--- config.mk ---
export PLATFORM = sky130hd
export DESIGN_NAME = load_aware_frame_skipper_core
export DESIGN_NICKNAME = d
export VERILOG_FILES = /design/src/rtl/lafs_pkg.sv /design/src/rtl/load_aware_frame_skipper_core.sv /design/src/rtl/lafs_decide.sv
export SDC_FILE = /design/constraint.sdc
export NUM_CORES = 1
export LEC_CHECK = 0
export BUFFER_PORTS_ARGS = -buffer_cell sky130_fd_sc_hd__buf_2
export CORE_AREA = 2 2 111 156
export DETAILED_ROUTE_END_ITERATION = 7
export DIE_AREA = 0 0 113 158
export GPL_TIMING_DRIVEN = 0
export HOLD_SLACK_MARGIN = 0.02
export PLACE_DENSITY = 0.79
export SLEW_MARGIN = 15
export SYNTH_ARGS = -nofsm -noshare
export SYNTH_HDL_FRONTEND = slang
export SYNTH_SLANG_ARGS = --single-unit
--- constraint.sdc ---
create_clock -name clk_i -period 7.7 [get_ports clk_i]
set_input_delay 0.77 -clock clk_i [delete_from_list [all_inputs] [get_ports clk_i]]
set_output_delay 0.77 -clock clk_i [all_outputs]
set_load 0.01 [all_outputs]
--- src/rtl/lafs_pkg.sv ---
`timescale 1ns / 1ps

package lafs_pkg;

  localparam int unsigned ChannelW   = 4;
  localparam int unsigned LoadW      = 10;
  localparam int unsigned RateW      = 12;
  localparam int unsigned CountW     = 8;
  localparam int unsigned CfgIdxW    = 2;
  localparam int unsigned CfgDataW   = 10;

  localparam logic [LoadW-1:0]  LoadHigh = LoadW'(230);
  localparam logic [RateW-1:0]  RateFast = RateW'(560);
  localparam logic [CountW-1:0] CountTop = '1;

  typedef enum logic [CfgIdxW-1:0] {
    CFG_LOAD_THRESHOLD = 2'd0,
    CFG_MAX_SKIPS      = 2'd1,
    CFG_PRIO_ACTIVE    = 2'd2
  } cfg_idx_e;

  typedef struct packed {
    logic [LoadW-1:0]  load_threshold;
    logic [CountW-1:0] max_skips;
    logic              prio_active;
  } cfg_t;

endpackage

--- src/rtl/load_aware_frame_skipper_core.sv ---
`timescale 1ns / 1ps

// Frame skip/process decision per channel with a consecutive-skip counter per
// channel. Throughput is one frame word per clock with no bubbles while the
// output is not stalled, even when the same channel arrives back to back: the
// counter is read, decided on and written back between the input register and
// the result register, which an accepted word passes through in that order.
// Counters clear at reset. Frames for a channel at or beyond CHANNELS are
// processed with a count of zero and leave state alone. Configuration writes
// must happen only while no frame is in flight.
module load_aware_frame_skipper_core #(
  parameter int unsigned CHANNELS = 16
) (
  input  logic                              clk_i,
  input  logic                              rst_ni,
  input  logic                              cfg_we_i,
  input  logic [lafs_pkg::CfgIdxW-1:0]      cfg_idx_i,
  input  logic [lafs_pkg::CfgDataW-1:0]     cfg_wdata_i,
  input  logic                              in_valid_i,
  output logic                              in_stall_o,
  input  logic [lafs_pkg::ChannelW-1:0]     channel_i,
  input  logic [lafs_pkg::LoadW-1:0]        system_load_i,
  input  logic                              is_active_i,
  input  logic [lafs_pkg::RateW-1:0]        channel_rate_i,
  output logic                              out_valid_o,
  input  logic                              out_stall_i,
  output logic                              skip_o,
  output logic [lafs_pkg::CountW-1:0]       skip_count_o
);
  import lafs_pkg::*;

  // only channels reachable through the channel field get a counter
  localparam int unsigned Reach = 2 ** ChannelW;
  localparam int unsigned Depth = (CHANNELS < Reach) ? CHANNELS : Reach;
  localparam int unsigned IdxW  = (Depth > 1) ? $clog2(Depth) : 1;

  cfg_t cfg_q;

  logic                s1_valid_q;
  logic [ChannelW-1:0] s1_channel_q;
  logic [LoadW-1:0]    s1_load_q;
  logic                s1_active_q;
  logic [RateW-1:0]    s1_rate_q;

  logic                out_valid_q;
  logic                out_skip_q;
  logic [CountW-1:0]   out_count_q;

  logic [CountW-1:0]   counts_q [Depth];

  logic                adv;
  logic                in_accept;
  logic                in_range;
  logic [IdxW-1:0]     idx;
  logic [CountW-1:0]   cur_count;
  logic                dec_skip;
  logic [CountW-1:0]   dec_count;
  logic                res_skip;
  logic [CountW-1:0]   res_count;

  // configuration
  always_ff @(posedge clk_i or negedge rst_ni) begin
    if (!rst_ni) begin
      cfg_q.load_threshold <= LoadW'(179);
      cfg_q.max_skips      <= CountW'(3);
      cfg_q.prio_active    <= 1'b1;
    end else if (cfg_we_i) begin
      unique case (cfg_idx_i)
        CFG_LOAD_THRESHOLD: cfg_q.load_threshold <= cfg_wdata_i[LoadW-1:0];
        CFG_MAX_SKIPS:      cfg_q.max_skips      <= cfg_wdata_i[CountW-1:0];
        CFG_PRIO_ACTIVE:    cfg_q.prio_active    <= cfg_wdata_i[0];
        default: ;
      endcase
    end
  end

  // handshake
  assign adv        = !out_valid_q || !out_stall_i;
  assign in_stall_o = s1_valid_q && !adv;
  assign in_accept  = in_valid_i && !in_stall_o;

  always_ff @(posedge clk_i or negedge rst_ni) begin
    if (!rst_ni) begin
      s1_valid_q <= 1'b0;
    end else if (!s1_valid_q || adv) begin
      s1_valid_q <= in_valid_i;
    end
  end

  always_ff @(posedge clk_i) begin
    if (in_accept) begin
      s1_channel_q <= channel_i;
      s1_load_q    <= system_load_i;
      s1_active_q  <= is_active_i;
      s1_rate_q    <= channel_rate_i;
    end
  end

  // counter lookup and decision
  assign in_range  = {1'b0, s1_channel_q} < (ChannelW + 1)'(Depth);
  assign idx       = s1_channel_q[IdxW-1:0];
  assign cur_count = counts_q[idx];

  lafs_decide u_decide (
    .cfg_i    (cfg_q),
    .count_i  (cur_count),
    .load_i   (s1_load_q),
    .active_i (s1_active_q),
    .rate_i   (s1_rate_q),
    .skip_o   (dec_skip),
    .count_o  (dec_count)
  );

  assign res_skip  = in_range && dec_skip;
  assign res_count = in_range ? dec_count : '0;

  always_ff @(posedge clk_i or negedge rst_ni) begin
    if (!rst_ni) begin
      for (int i = 0; i < Depth; i++) begin
        counts_q[i] <= '0;
      end
    end else if (s1_valid_q && adv && in_range) begin
      counts_q[idx] <= dec_count;
    end
  end

  // result register
  always_ff @(posedge clk_i or negedge rst_ni) begin
    if (!rst_ni) begin
      out_valid_q <= 1'b0;
    end else if (adv) begin
      out_valid_q <= s1_valid_q;
    end
  end

  always_ff @(posedge clk_i) begin
    if (adv && s1_valid_q) begin
      out_skip_q  <= res_skip;
      out_count_q <= res_count;
    end
  end

  assign out_valid_o  = out_valid_q;
  assign skip_o       = out_skip_q;
  assign skip_count_o = out_count_q;

  a_process_clears: assert property (@(posedge clk_i) disable iff (!rst_ni)
    out_valid_o && !skip_o |-> skip_count_o == '0)
    else $error("processed word with nonzero skip count");

  a_skip_counts: assert property (@(posedge clk_i) disable iff (!rst_ni)
    out_valid_o && skip_o |-> skip_count_o != '0)
    else $error("skipped word with zero skip count");

  a_skip_bound: assert property (@(posedge clk_i) disable iff (!rst_ni)
    out_valid_o && skip_o |-> skip_count_o <= cfg_q.max_skips)
    else $error("skip count beyond configured maximum");

  a_stall_only_full: assert property (@(posedge clk_i) disable iff (!rst_ni)
    in_stall_o |-> s1_valid_q && out_valid_q)
    else $error("input stalled with free pipeline");

  a_range_no_skip: assert property (@(posedge clk_i) disable iff (!rst_ni)
    s1_valid_q && !in_range |-> !res_skip && res_count == '0)
    else $error("out-of-range channel produced a skip");

endmodule

--- src/rtl/lafs_decide.sv ---
`timescale 1ns / 1ps

module lafs_decide (
  input  lafs_pkg::cfg_t                       cfg_i,
  input  logic [lafs_pkg::CountW-1:0]          count_i,
  input  logic [lafs_pkg::LoadW-1:0]           load_i,
  input  logic                                 active_i,
  input  logic [lafs_pkg::RateW-1:0]           rate_i,
  output logic                                 skip_o,
  output logic [lafs_pkg::CountW-1:0]          count_o
);
  import lafs_pkg::*;

  logic [CountW-1:0] half_max;

  assign half_max = cfg_i.max_skips >> 1;

  always_comb begin
    if (load_i < cfg_i.load_threshold) begin
      skip_o = 1'b0;
    end else if (count_i >= cfg_i.max_skips) begin
      skip_o = 1'b0;
    end else if (cfg_i.prio_active && active_i) begin
      skip_o = (load_i > LoadHigh) && (count_i < half_max);
    end else if (!active_i) begin
      skip_o = load_i > cfg_i.load_threshold;
    end else begin
      skip_o = rate_i > RateFast;
    end
  end

  always_comb begin
    if (!skip_o) begin
      count_o = '0;
    end else if (count_i == CountTop) begin
      count_o = count_i;
    end else begin
      count_o = count_i + CountW'(1);
    end
  end

endmodule
## Word-level counts from Yosys, hierarchy flattened

Cells that the tools add are included.

| storage, ports and cells | value |
|---|---|
| output and inout port bits | 11 |
| bits in writable memories | 0 |
| memory bits (read-only) | 0 |
| register bits | 185 |
| memories | 0 |
| latch bits | 0 |
| logic and storage cells | 69 |

| operators by class | value |
|---|---|
| reduce and logical (&&, ||, !) cells | 17 |
| add/sub/neg operators | 1 |
| div/mod/pow operators | 0 |
| shift-type cells | 0 |
| equality and inequality tests | 3 |
| order comparisons | 8 |
| $mul | 0 |
| bitwise logic cells | 1 |
| multiplexer cells | 12 |

Operators by type and width:

| kind | count |
|---|---|
| 128-bit bitwise mux | 1 |
| 8-bit two-way mux | 5 |
| 8-bit binary-select mux with 4-bit select | 1 |
| 8-bit demux with 4-bit select | 1 |
| 12-bit by 10-bit greater-than comparator with 1-bit output, second input constant | 1 |
| 10-bit greater-than comparator | 1 |
| 10-bit by 8-bit greater-than comparator with 1-bit output, second input constant | 1 |
| 10-bit < comparator | 1 |
| 8-bit by 1-bit adder with 8-bit output, second input constant | 1 |
| 8-bit equality test, second input constant | 1 |
| 8-bit >= comparator | 1 |
| 8-bit by 7-bit < comparator with 1-bit output | 1 |
| 1-bit logical AND | 6 |
| 2-bit AND reduction | 3 |
| 5-bit >= comparator, second input constant | 1 |
| 1-bit zero test | 5 |
| 5-bit by 1-bit < comparator with 1-bit output, second input constant | 1 |
| 4-bit inverter with 5-bit output | 1 |
| 1-bit two-way mux | 4 |
| 2-bit by 1-bit equality test with 1-bit output, second input constant | 1 |
| 2-bit equality test, second input constant | 1 |
| 2-bit zero test | 1 |
| 1-bit logical OR | 2 |

## Depth between registers and ports, before layout

Gate-level depths: netlist of the first run.

| depth | value |
|---|---|
| depth after elaboration | 11 |
| depth in mapped cells | 17 |
| gate-level depth less buffers | 12 |

## Cells and area by module

From an unflattened synthesis of the first run, not the netlist that was laid out.

| unflattened totals | value |
|---|---|
| cell total of the unflattened synthesis | 568 |
| area total of the unflattened synthesis | 9156.3 µm² |

By module, submodules not included:

| module | area an instance (µm²) | seq. area each (µm²) | cells an instance | times used |
|---|---|---|---|---|
| load_aware_frame_skipper_core | 8298.0 | 4819.6 | 451 | 1 |
| lafs_decide | 858.3 | 0.0 | 117 | 1 |

## Worst setup path before layout of the first run

OpenSTA, ideal clock, no wires.

| timing path | value |
|---|---|
| path type | register -> register |
| start point | reg s1_channel_q[0] (netlist: idx[0]) |
| end point | reg counts_q[11] (netlist name) |
| data arrival time | 3.402 ns |
| path slack | 4.233 ns |
| path buffers | 4 |
| required time | 7.636 ns |
| cell stages (with the launch flop) | 16 |
| period minus slack after synthesis | 3.467 ns |
| setup time | 0.064 ns |
| cell sequence | edfxtp_1 > buf_6 > buf_6 > mux4_2 > a22oi_1 > nand3_2 > ha_1 > a211oi_1 > and3_1 > a22oi_1 > a41oi_1 > and3_1 > buf_4 > nor3b_4 > buf_4 > mux2_2 |

| on the way | value |
|---|---|
| longest elaborated chain between the ends | 11 |

Ends and longest elaborated chain:

| element | RTL line | source |
|---|---|---|
| start: declaration | load_aware_frame_skipper_core.sv:40 | `logic [ChannelW-1:0] s1_channel_q;` |
| start signal: assignment | load_aware_frame_skipper_core.sv:92 | `s1_channel_q <= channel_i;` |
| 4-bit inverter with 5-bit output (implied by the code) (*) | load_aware_frame_skipper_core.sv:102 | `assign cur_count = counts_q[idx];` |
| 8-bit binary-select mux with 4-bit select (*) | load_aware_frame_skipper_core.sv:102 |  |
| 8-bit two-way mux (implied by the code) (*) (2 in series) | load_aware_frame_skipper_core.sv:102 |  |
| 8-bit by 7-bit < comparator with 1-bit output | lafs_decide.sv:24 | `skip_o = (load_i > LoadHigh) && (count_i < half_max);` |
| 1-bit logical AND | lafs_decide.sv:24 |  |
| 1-bit two-way mux | lafs_decide.sv:23 | `end else if (cfg_i.prio_active && active_i) begin` |
| 1-bit two-way mux | lafs_decide.sv:21 | `end else if (count_i >= cfg_i.max_skips) begin` |
| 1-bit two-way mux | lafs_decide.sv:19 | `if (load_i < cfg_i.load_threshold) begin` |
| 8-bit two-way mux (*) | lafs_decide.sv:33 | `if (!skip_o) begin` |
| net dec_count[3] | load_aware_frame_skipper_core.sv:57 | `logic [CountW-1:0] dec_count;` |
| 128-bit bitwise mux (*) | load_aware_frame_skipper_core.sv:123 | `counts_q[idx] <= dec_count;` |
| end signal: indexed assignment | load_aware_frame_skipper_core.sv:123 |  |
| end: declaration | load_aware_frame_skipper_core.sv:49 | `logic [CountW-1:0] counts_q [Depth];` |

The timed path passes the listed nets; every way through them passes the cells marked *. The select of a mux whose other input is x is not followed.
A chain may end at the register's enable or synchronous reset.

## Final worst setup path of the first run

| timing path | value |
|---|---|
| start point | reg s1_channel_q[0] (netlist: idx[0]) |
| end point | reg counts_q[35] (netlist name) |

The elaborated chain is that of the path after synthesis.

==> results of run 1 <==
-- cell usage after synthesis (all sizes together), types with 2 or more instances --
master  instances
nand2          59
o22ai           6
a21oi           8
mux2i           8
ha             25
nor3b           6
edfxtp         36
and4            4
nand3          23
mux4           31
and2            3
nand3b          3
dfstp           8
a22oi           6
o21a            2
buf            25
nor2b           5
o21ai          26
nand4           5
inv            29
a31oi           2
nor2            7
mux2          122
o311a           2
a21o            4
clkbuf          3
and3            5
dfrtp         141
nor3            4
clkinv          7
a211oi          3
nand2b          6
-- report_power, final --
group	internal [mW]	switching (mW)	leakage [nW]	total, mW
Combinational	0.154	0.194	2.02	0.348
Sequential	1.10	0.0470	2.35	1.15
Clock	0.601	0.369	0.322	0.970
-- cell usage in the layout (no fill, tap or decap), drive strengths merged, types with 4 or more instances in the layout --
cell type  synthesis  routed
dfrtp            141     141
mux2             122     122
buf               25      81
nand2             59      59
edfxtp            36      36
inv               29      35
mux4              31      31
o21ai             26      26
ha                25      25
nand3             23      23
clkbuf             3      23
a21oi              8       8
dfstp              8       8
mux2i              8       8
nor2               7       7
clkinv             7       7
nand2b             6       6
o22ai              6       6
a22oi              6       6
nor3b              6       6
nor2b              5       5
bufinv             0       5
nand4              5       5
and3               5       5
and4               4       4
a21o               4       4
nor3               4       4
-- logic make-up (layout without fill, tap and decap cells) --
| kind of cell | count (synthesis) | in the layout | synth area share [%] |
|---|---|---|---|
| and+or+nand+nor | 135 | 135 | 8.20 |
| buffers and inverters | 64 | 152 | 4.00 |
| AOI/OAI and AO/OA | 70 | 70 | 5.43 |
| adders and majority gates | 25 | 25 | 3.52 |
| muxes | 161 | 161 | 24.6 |
| DFF | 185 | 185 | 54.3 |
-- critical path: stages (launching register included) --
cell and delay [ns]:
sky130_fd_sc_hd__edfxtp_1 0.35, sky130_fd_sc_hd__buf_6 0.16, sky130_fd_sc_hd__buf_4 0.25, sky130_fd_sc_hd__mux4_2 0.55, sky130_fd_sc_hd__a22oi_1 0.19, sky130_fd_sc_hd__nand3_2 0.23
sky130_fd_sc_hd__ha_1 0.36, sky130_fd_sc_hd__a211oi_1 0.35, sky130_fd_sc_hd__and3_1 0.20, sky130_fd_sc_hd__a22oi_1 0.06, sky130_fd_sc_hd__a41oi_1 0.20, sky130_fd_sc_hd__and3_1 0.19
sky130_fd_sc_hd__buf_4 0.16, sky130_fd_sc_hd__nor3b_4 0.40, sky130_fd_sc_hd__buf_4 0.24, sky130_fd_sc_hd__mux2_2 0.16
-- final cells by class --
cell class / count / area [sq um]
flip-flops and latches: 185 / 4820
plain buffers: 28 / 219
clock buffers: 20 / 458
multi-input cells: 391 / 3710
repair buffers: 56 / 319
clock inverters: 12 / 205
well taps: 203 / 254
fillers: 1249 / 6410
inverters: 36 / 136
-- worst min-delay path by stage --
stage	from	to	slack (ns)	depth (start not counted)
floorplan	counts_q[41]	counts_q[41]	0.44	2
global placement	counts_q[25]	counts_q[25]	0.46	2
detailed placement	counts_q[57]	counts_q[57]	0.47	2
CTS	rst_ni	counts_q[27]	0.22	1
global route	rst_ni	counts_q[50]	0.23	1
finish	rst_ni	cfg_q[18]	0.22	1
-- stage by stage --
| step | total power, mW | setup WS [ns] | area (sq um) |
|---|---|---|---|
| 2_1_floorplan | 1.39 | 4.23 | 8880 |
| 3_3_place_gp | 1.49 | 3.65 | 9400 |
| 3_5_place_dp | 1.51 | 3.60 | 9460 |
| 4_1_cts | 2.48 | 3.57 | 10100 |
| 5_1_grt | 2.56 | 3.24 | 10100 |
| 6_report | 2.46 | 3.58 | 10100 |
-- routing by layer --
layer | track usage (%) | up-vias
met2 | 42.5 | 202
met1 | 28.9 | 2885
met5 | 0 | -
met4 | 11.6 | 0
met3 | 3.87 | 65
li1 | - | 2504
-- sequential cells by signal, summed over array words and instances (netlist names) --
name and count:
counts_q 128, cfg_q 19, s1_rate_q 12, s1_load_q 10
skip_count_o 8, idx 4, out_valid_o 1, s1_active_q 1
s1_valid_q 1, skip_o 1
==> PnR_summary.wiki, run 1 <==
{| class="wikitable"
! Metric !! Value
|-
| Die Y || 158 um
|-
| Worst vdd ir || around 0.15 mV
|-
| P per Cell Area || around 240 nW/um^2
|-
| Met3 WL post-DR || around 800 um
|-
| Kind of end point of the critical path || flip-flop
|-
| Last weighted congestion value of the routability-driven placer || around 0.9
|-
| Number of placed cells counting well taps || around 900
|-
| Half-perimeter wire length after detailed placement || 14400 um
|-
| Die outline area || about 18000 sq um
|-
| Total length of routed wires || just over 20000 um
|-
| Number of failing setup endpoints in the final timing report || 0
|-
| CTS Buf Count || 17
|-
| Total routed wire length on the met1 layer || 7950 um
|-
| Synthesized Nets || 709
|-
| Wire length of the first global-routing pass || around 32000 um
|-
| Hold buffer count at cts || 0
|-
| H-tree Lvls || 4
|-
| Pin count of the biggest net entering global routing || around 110
|-
| Antenna diode count || 0
|-
| TritonCTS clock tree || done
|-
| Reg2Reg Setup Slack || between 3 and 4 ns
|-
| Synth Area per Inst || 13.9 sq um
|-
| Synth unique cells || 69
|-
| Post-route setup TNS || 0 ns
|-
| Maximum number of buffers from clock root to sink || 2
|-
| GR Util All Layers || between 20 and 25%
|-
| Std-Cell Rows || 56
|-
| Routed wirelength normalized by instance count || about 22 um
|-
| Status || finished, violations left
|-
| Critical path data arrival time || 4.49 ns
|-
| Instance count of the mapped netlist || 640
|-
| Net total in the final layout || around 800
|-
| Number of global-route vias before repair || 5912
|-
| Max-cap violation count || 0
|-
| Endpoint required time on the critical path || about 8.1 ns
|-
| Post-CTS setup buffer count || 0
|-
| DRC marker count from the first detailed-route iteration || about 360
|-
| Ratio of final minimum period to clock period || 53.5%
|-
| Fraction of synthesis flops using an asynchronous set or reset pin || roughly 80%
|-
| Max Fclk || 0.243 GHz
|-
| Headroom to the max-slew limit || between 20% and 30%
|-
| Final standard cell count with taps included and fillers excluded || ~930
|-
| Worst setup startpoint || idx[0]
|-
| Clk sinks || 185
|-
| Critical register-to-register path endpoint || counts_q[35]
|-
| Dominant register cell in the synthesized netlist || sky130_fd_sc_hd__dfrtp_1
|-
| Worst Setup EP || counts_q[35]
|-
| Clk slew on worst S/H paths || around 0.07 ns
|-
| Grt total ovfl || 0
|-
| Yosys warnings || 0
|-
| Synth area leader || sky130_fd_sc_hd__dfrtp_1
|-
| Largest fanout of any net on the critical path || 10
|-
| Via/cell ratio || around 6.1
|-
| Sequential-to-total area share from yosys stat || about 54%
|-
| Worst Max-Slew Pin Slew || between 1 and 1.5 ns
|-
| Iteration count of the initial detailed-routing pass || 7
|-
| Smallest hold slack || between 0.2 and 0.25 ns
|-
| I/O pin cnt || 55
|-
| Time the final worst path needs with I/O delays and setup || just over 4 ns
|-
| Max Transition Viols Final || 0
|-
| Min-delay worst type || input pin to async pin
|-
| Area growth, synth to finish || 14.1%
|-
| Root buffer cell || sky130_fd_sc_hd__clkbuf_16
|-
| Layout cell share with drive strength beyond 1 || between 40% and 50%
|-
| DR WL met2 || roughly 11000 um
|-
| Clock Latency Late Sink || 0.43 ns
|-
| Max layer used || met4
|-
| Post-synth EDFFs || 36
|-
| Final clock skew || 0.0112 ns
|-
| Static Leakage || about 4.7 nW
|-
| Antenna-violating nets left || 0
|-
| Final count of hold timing violations || 0
|-
| DRC Markers || 9
|-
| Flip-flop and latch count after synthesis || ~190
|-
| Unrepaired setup endpoints after global routing || false
|-
| Reg2Reg Depth || 15
|-
| CP Class || flip-flop to flip-flop
|-
| Origin of the critical flop-to-flop path || idx[0]
|-
| Final Util || approximately three fifths
|-
| Core Footprint || between 15000 and 20000 sq um
|-
| Synthesized area || approximately 8900 sq um
|-
| Starting density of the core || 53.7%
|-
| Number of buffers added on ports || 54
|-
| Antenna violations before repair || 0
|-
| Total number of vias || between 5000 and 6000
|-
| Violated checks || DRC
|-
| Leading cell types by total area after synthesis || sky130_fd_sc_hd__dfrtp_1, sky130_fd_sc_hd__mux2_2, sky130_fd_sc_hd__edfxtp_1
|-
| Die Span X || approximately 110 um
|-
| CP startpoint kind || flip-flop
|-
| Area fraction of the dominant cell type after synthesis || between 30% and 40%
|-
| CTS resizes || 0
|}
No activity file was read; power rests on OpenSTA's default activity.
==> run 2: changes to the inputs <==
Settings changed: PLACE_DENSITY 0.79 to 0.82.
Clock period 7.7 ns to 3.43 ns, I/O delays scaled along.
==> PnR_summary.wiki, run 2 (same netlist as run 1, synthesis figures left out) <==
{| class="wikitable"
! Metric !! Value
|-
| Stage delay of the slowest cell on the critical path || 0.55 ns (about the same)
|-
| Maximum number of buffers from clock root to sink || 2 (unchanged)
|-
| Die Span X || 113 um (unchanged)
|-
| CTS Buf Count || 17 (unchanged)
|-
| Switch Pwr || 1.56 mW (+160%)
|-
| Fraction of power consumed by the clock network || 35.0% (-4.4 points)
|-
| H-tree Lvls || 4 (unchanged)
|-
| Area growth, synth to finish || 25.5%
|-
| Number of global-route vias before repair || 6444 (+9.0%)
|-
| Library cell contributing the largest single delay on the critical path || sky130_fd_sc_hd__mux4_2
|-
| Net total in the final layout || 829 (+5.7%)
|-
| Starting density of the core || 53.7% (unchanged)
|-
| Final clock skew || 0.00740 ns (-0.00381 ns)
|-
| Max Fclk || 0.276 GHz (+14%)
|-
| Min-delay worst type || input pin to flip-flop
|-
| CP Class || flip-flop to flip-flop
|-
| DRC marker count from the first detailed-route iteration || 559 (+57%)
|-
| Final standard cell count with taps included and fillers excluded || 976 (+4.8%)
|-
| Last weighted congestion value of the routability-driven placer || 0.895 (-0.49%)
|-
| Status || finished, violations left
|-
| Unrepaired setup endpoints after global routing || true
|-
| I/O pin cnt || 55 (unchanged)
|-
| CP startpoint kind || flip-flop
|-
| Final count of hold timing violations || 0 (unchanged)
|-
| List of cells traversed by the critical path || buf_6, bufbuf_16, mux4_2, nand3_4, nand3_4, ha_2, a21o_1, a21oi_2, nand3_1, a2111oi_2, and3_4, nor3b_4, buf_6, buf_6, mux2_4
|-
| Largest fanout of any net on the critical path || 7 (-3)
|-
| Total number of vias || 6293 (+11%)
|-
| Grt total ovfl || 0 (unchanged)
|-
| Leading cell type in the layout, fill and taps excluded || sky130_fd_sc_hd__dfrtp_1
|-
| Number of failing setup endpoints in the final timing report || 104 (+104)
|-
| Core Footprint || 16500 sq um (unchanged)
|-
| Ratio of final minimum period to clock period || 106% (+52 points)
|-
| Kind of end point of the critical path || flip-flop
|-
| Routed wirelength normalized by instance count || 25.6 um (+17%)
|-
| Die outline area || 17900 sq um (unchanged)
|-
| Worst vdd ir || 0.323 mV (+120%)
|-
| Final Util || 67.4% (+6.2 points)
|-
| Flip-flop count of the largest register, all copies and words added || 128 (unchanged)
|-
| Crit-path leading delay family || simple AND/OR/NAND/NOR gates
|-
| Total length of routed wires || 25000 um (+22%)
|-
| TritonCTS clock tree || done
|-
| Std-Cell Rows || 56 (unchanged)
|-
| Number of placed cells counting well taps || 899 (unchanged)
|-
| Wire length of the first global-routing pass || 35000 um (+8.3%)
|-
| Combinational share of power || 19.8% (+5.7 points)
|-
| P_int || 4.18 mW (+130%)
|-
| P per Cell Area || 515 nW/um^2 (+110%)
|-
| Bufs and invs on worst path || 4 (unchanged)
|-
| Switch share || 27.2% (+2.4 points)
|-
| Power share of the sequential group || 45.2% (-1.3 points)
|-
| Most common cell type on the critical path || sky130_fd_sc_hd__buf_6
|-
| Number of buffers added on ports || 54 (unchanged)
|-
| Max Transition Viols Final || 0 (unchanged)
|-
| Iteration count of the initial detailed-routing pass || 8 (+1)
|-
| Via/cell ratio || 6.45 (+6.1%)
|-
| Antenna violations before repair || 0 (unchanged)
|-
| Root buffer cell || sky130_fd_sc_hd__clkbuf_16
|-
| Worst Max-Slew Pin Slew || 1.33 ns (+0.217 ns)
|-
| Die Y || 158 um (unchanged)
|-
| Largest registers ranked by flip-flop count || counts_q x128, cfg_q x19, s1_rate_q x12
|-
| Critical path data arrival time || 4.01 ns (-0.48 ns)
|-
| Violated checks || DRC, setup timing
|-
| Layout cell share with drive strength beyond 1 || 50.5% (+10 points)
|-
| Clk slew on worst S/H paths || 0.07 ns (about the same)
|-
| Reg2Reg Setup Slack || -0.20 ns (-3.78 ns)
|-
| Largest Register || counts_q
|-
| Headroom to the max-slew limit || 10.8% (-15 points)
|-
| Antenna-violating nets left || 0 (unchanged)
|-
| Clock Latency Late Sink || 0.44 ns (about the same)
|-
| GR Util All Layers || 26.1% (+1.9 points)
|-
| Endpoint required time on the critical path || 3.81 ns (-4.26 ns)
|-
| PnR worst setup slack || -0.198 ns (-3.78 ns)
|-
| Clk sinks || 185 (unchanged)
|-
| Time the final worst path needs with I/O delays and setup || 3.63 ns (-0.490 ns)
|-
| Max-cap violation count || 0 (unchanged)
|-
| Pin count of the biggest net entering global routing || 116 (+4.5%)
|-
| DRC Markers || 6 (-3)
|-
| Static Leakage || 5.10 nW (+8.8%)
|-
| Commonest non-fill, non-tap cells in the layout || sky130_fd_sc_hd__dfrtp_1, sky130_fd_sc_hd__mux2_2, sky130_fd_sc_hd__buf_2
|-
| Antenna diode count || 0 (unchanged)
|-
| Half-perimeter wire length after detailed placement || 14500 um (+0.74%)
|}
## run 2: cell count changes in the layout (fill, tap and decap cells not counted), moves of 6 or more
cell	change
sky130_fd_sc_hd__ha_4	+7
sky130_fd_sc_hd__nand3_1	-9
sky130_fd_sc_hd__buf_6	+15
sky130_fd_sc_hd__nand2_1	-6
sky130_fd_sc_hd__mux2_4	+41
sky130_fd_sc_hd__ha_1	-10
sky130_fd_sc_hd__nand3_4	+6
sky130_fd_sc_hd__buf_4	+23
sky130_fd_sc_hd__mux2_2	-41
sky130_fd_sc_hd__buf_2	-6
sky130_fd_sc_hd__o21ai_0	-7
## run 2: power by group through the flow
| stage | logic (mW) | clock network [mW] | registers, mW |
|---|---|---|---|
| 6_report | 1.14 | 2.01 | 2.59 |
| 5_1_grt | 1.21 | 2.09 | 2.61 |
| 4_1_cts | 0.910 | 2.01 | 2.57 |
| 3_5_place_dp | 0.781 | 0 | 2.61 |
| 3_3_place_gp | 0.738 | 0 | 2.59 |
| 2_1_floorplan | 0.537 | 0 | 2.58 |
## run 2: worst paths after layout
| check | to | depth (start not counted) | startpoint |
|---|---|---|---|
| worst max-delay path | counts_q[35] | 15 | idx[0] |
| worst min-delay path | idx[0] | 1 | channel_i[0] |
| worst max register to register | counts_q[35] | 15 | idx[0] |
| worst min register to register | counts_q[41] | 2 | counts_q[41] |
| max in group asynchronous | counts_q[87] | 3 | rst_ni |
| min in group asynchronous | cfg_q[12] | 2 | rst_ni |
## run 2: final cells by class
cell class | count | area (sq um)
Clock buffer | 23 | 488
Buffer | 26 | 298
Fill cell | 1008 | 5390
Timing Repair Buffer | 103 | 795
Inverter | 36 | 136
Clock inverter | 9 | 113
Tap cell | 203 | 254
Sequential cell | 185 | 4820
Multi-Input combinational cell | 391 | 4240
## run 2: per-layer routing
layer / GRT usage, % / up-vias / share of wire (%)
met1: 30.0 / 3209 / 36
met4: 15.3 / 0 / 6.3
met3: 5.28 / 127 / 5.9
met2: 45.0 / 369 / 52
met5: 0 / - / 0
li1: - / 2588 / -
## run 2: what timing repair did
action | in CTS | in global routing
endpoints found under the setup margin | 137 | 137
resized for setup | 63 | 100
buffers inserted | 26 | 13
pin swaps | 17 | 25
hold endpoints to repair | 34 | 0
hold buffers | 1 | 0
gates cloned | 3 | 4
## run 2: stage by stage
step	hold WS (ns)	power, mW	TNS, ns	instance area (sq um)	setup WS, ns
detailed placement	0.230	3.39	-55.32	9460	-0.615
finish	0.0752	5.74	-9.09	11100	-0.198
CTS	0.0690	5.49	-1.91	10600	-0.0693
global placement	0.463	3.33	-45.48	9410	-0.534
global route	0.0613	5.91	-29.27	11100	-0.343
floorplan	0.0474	3.12	0	8880	0.0294
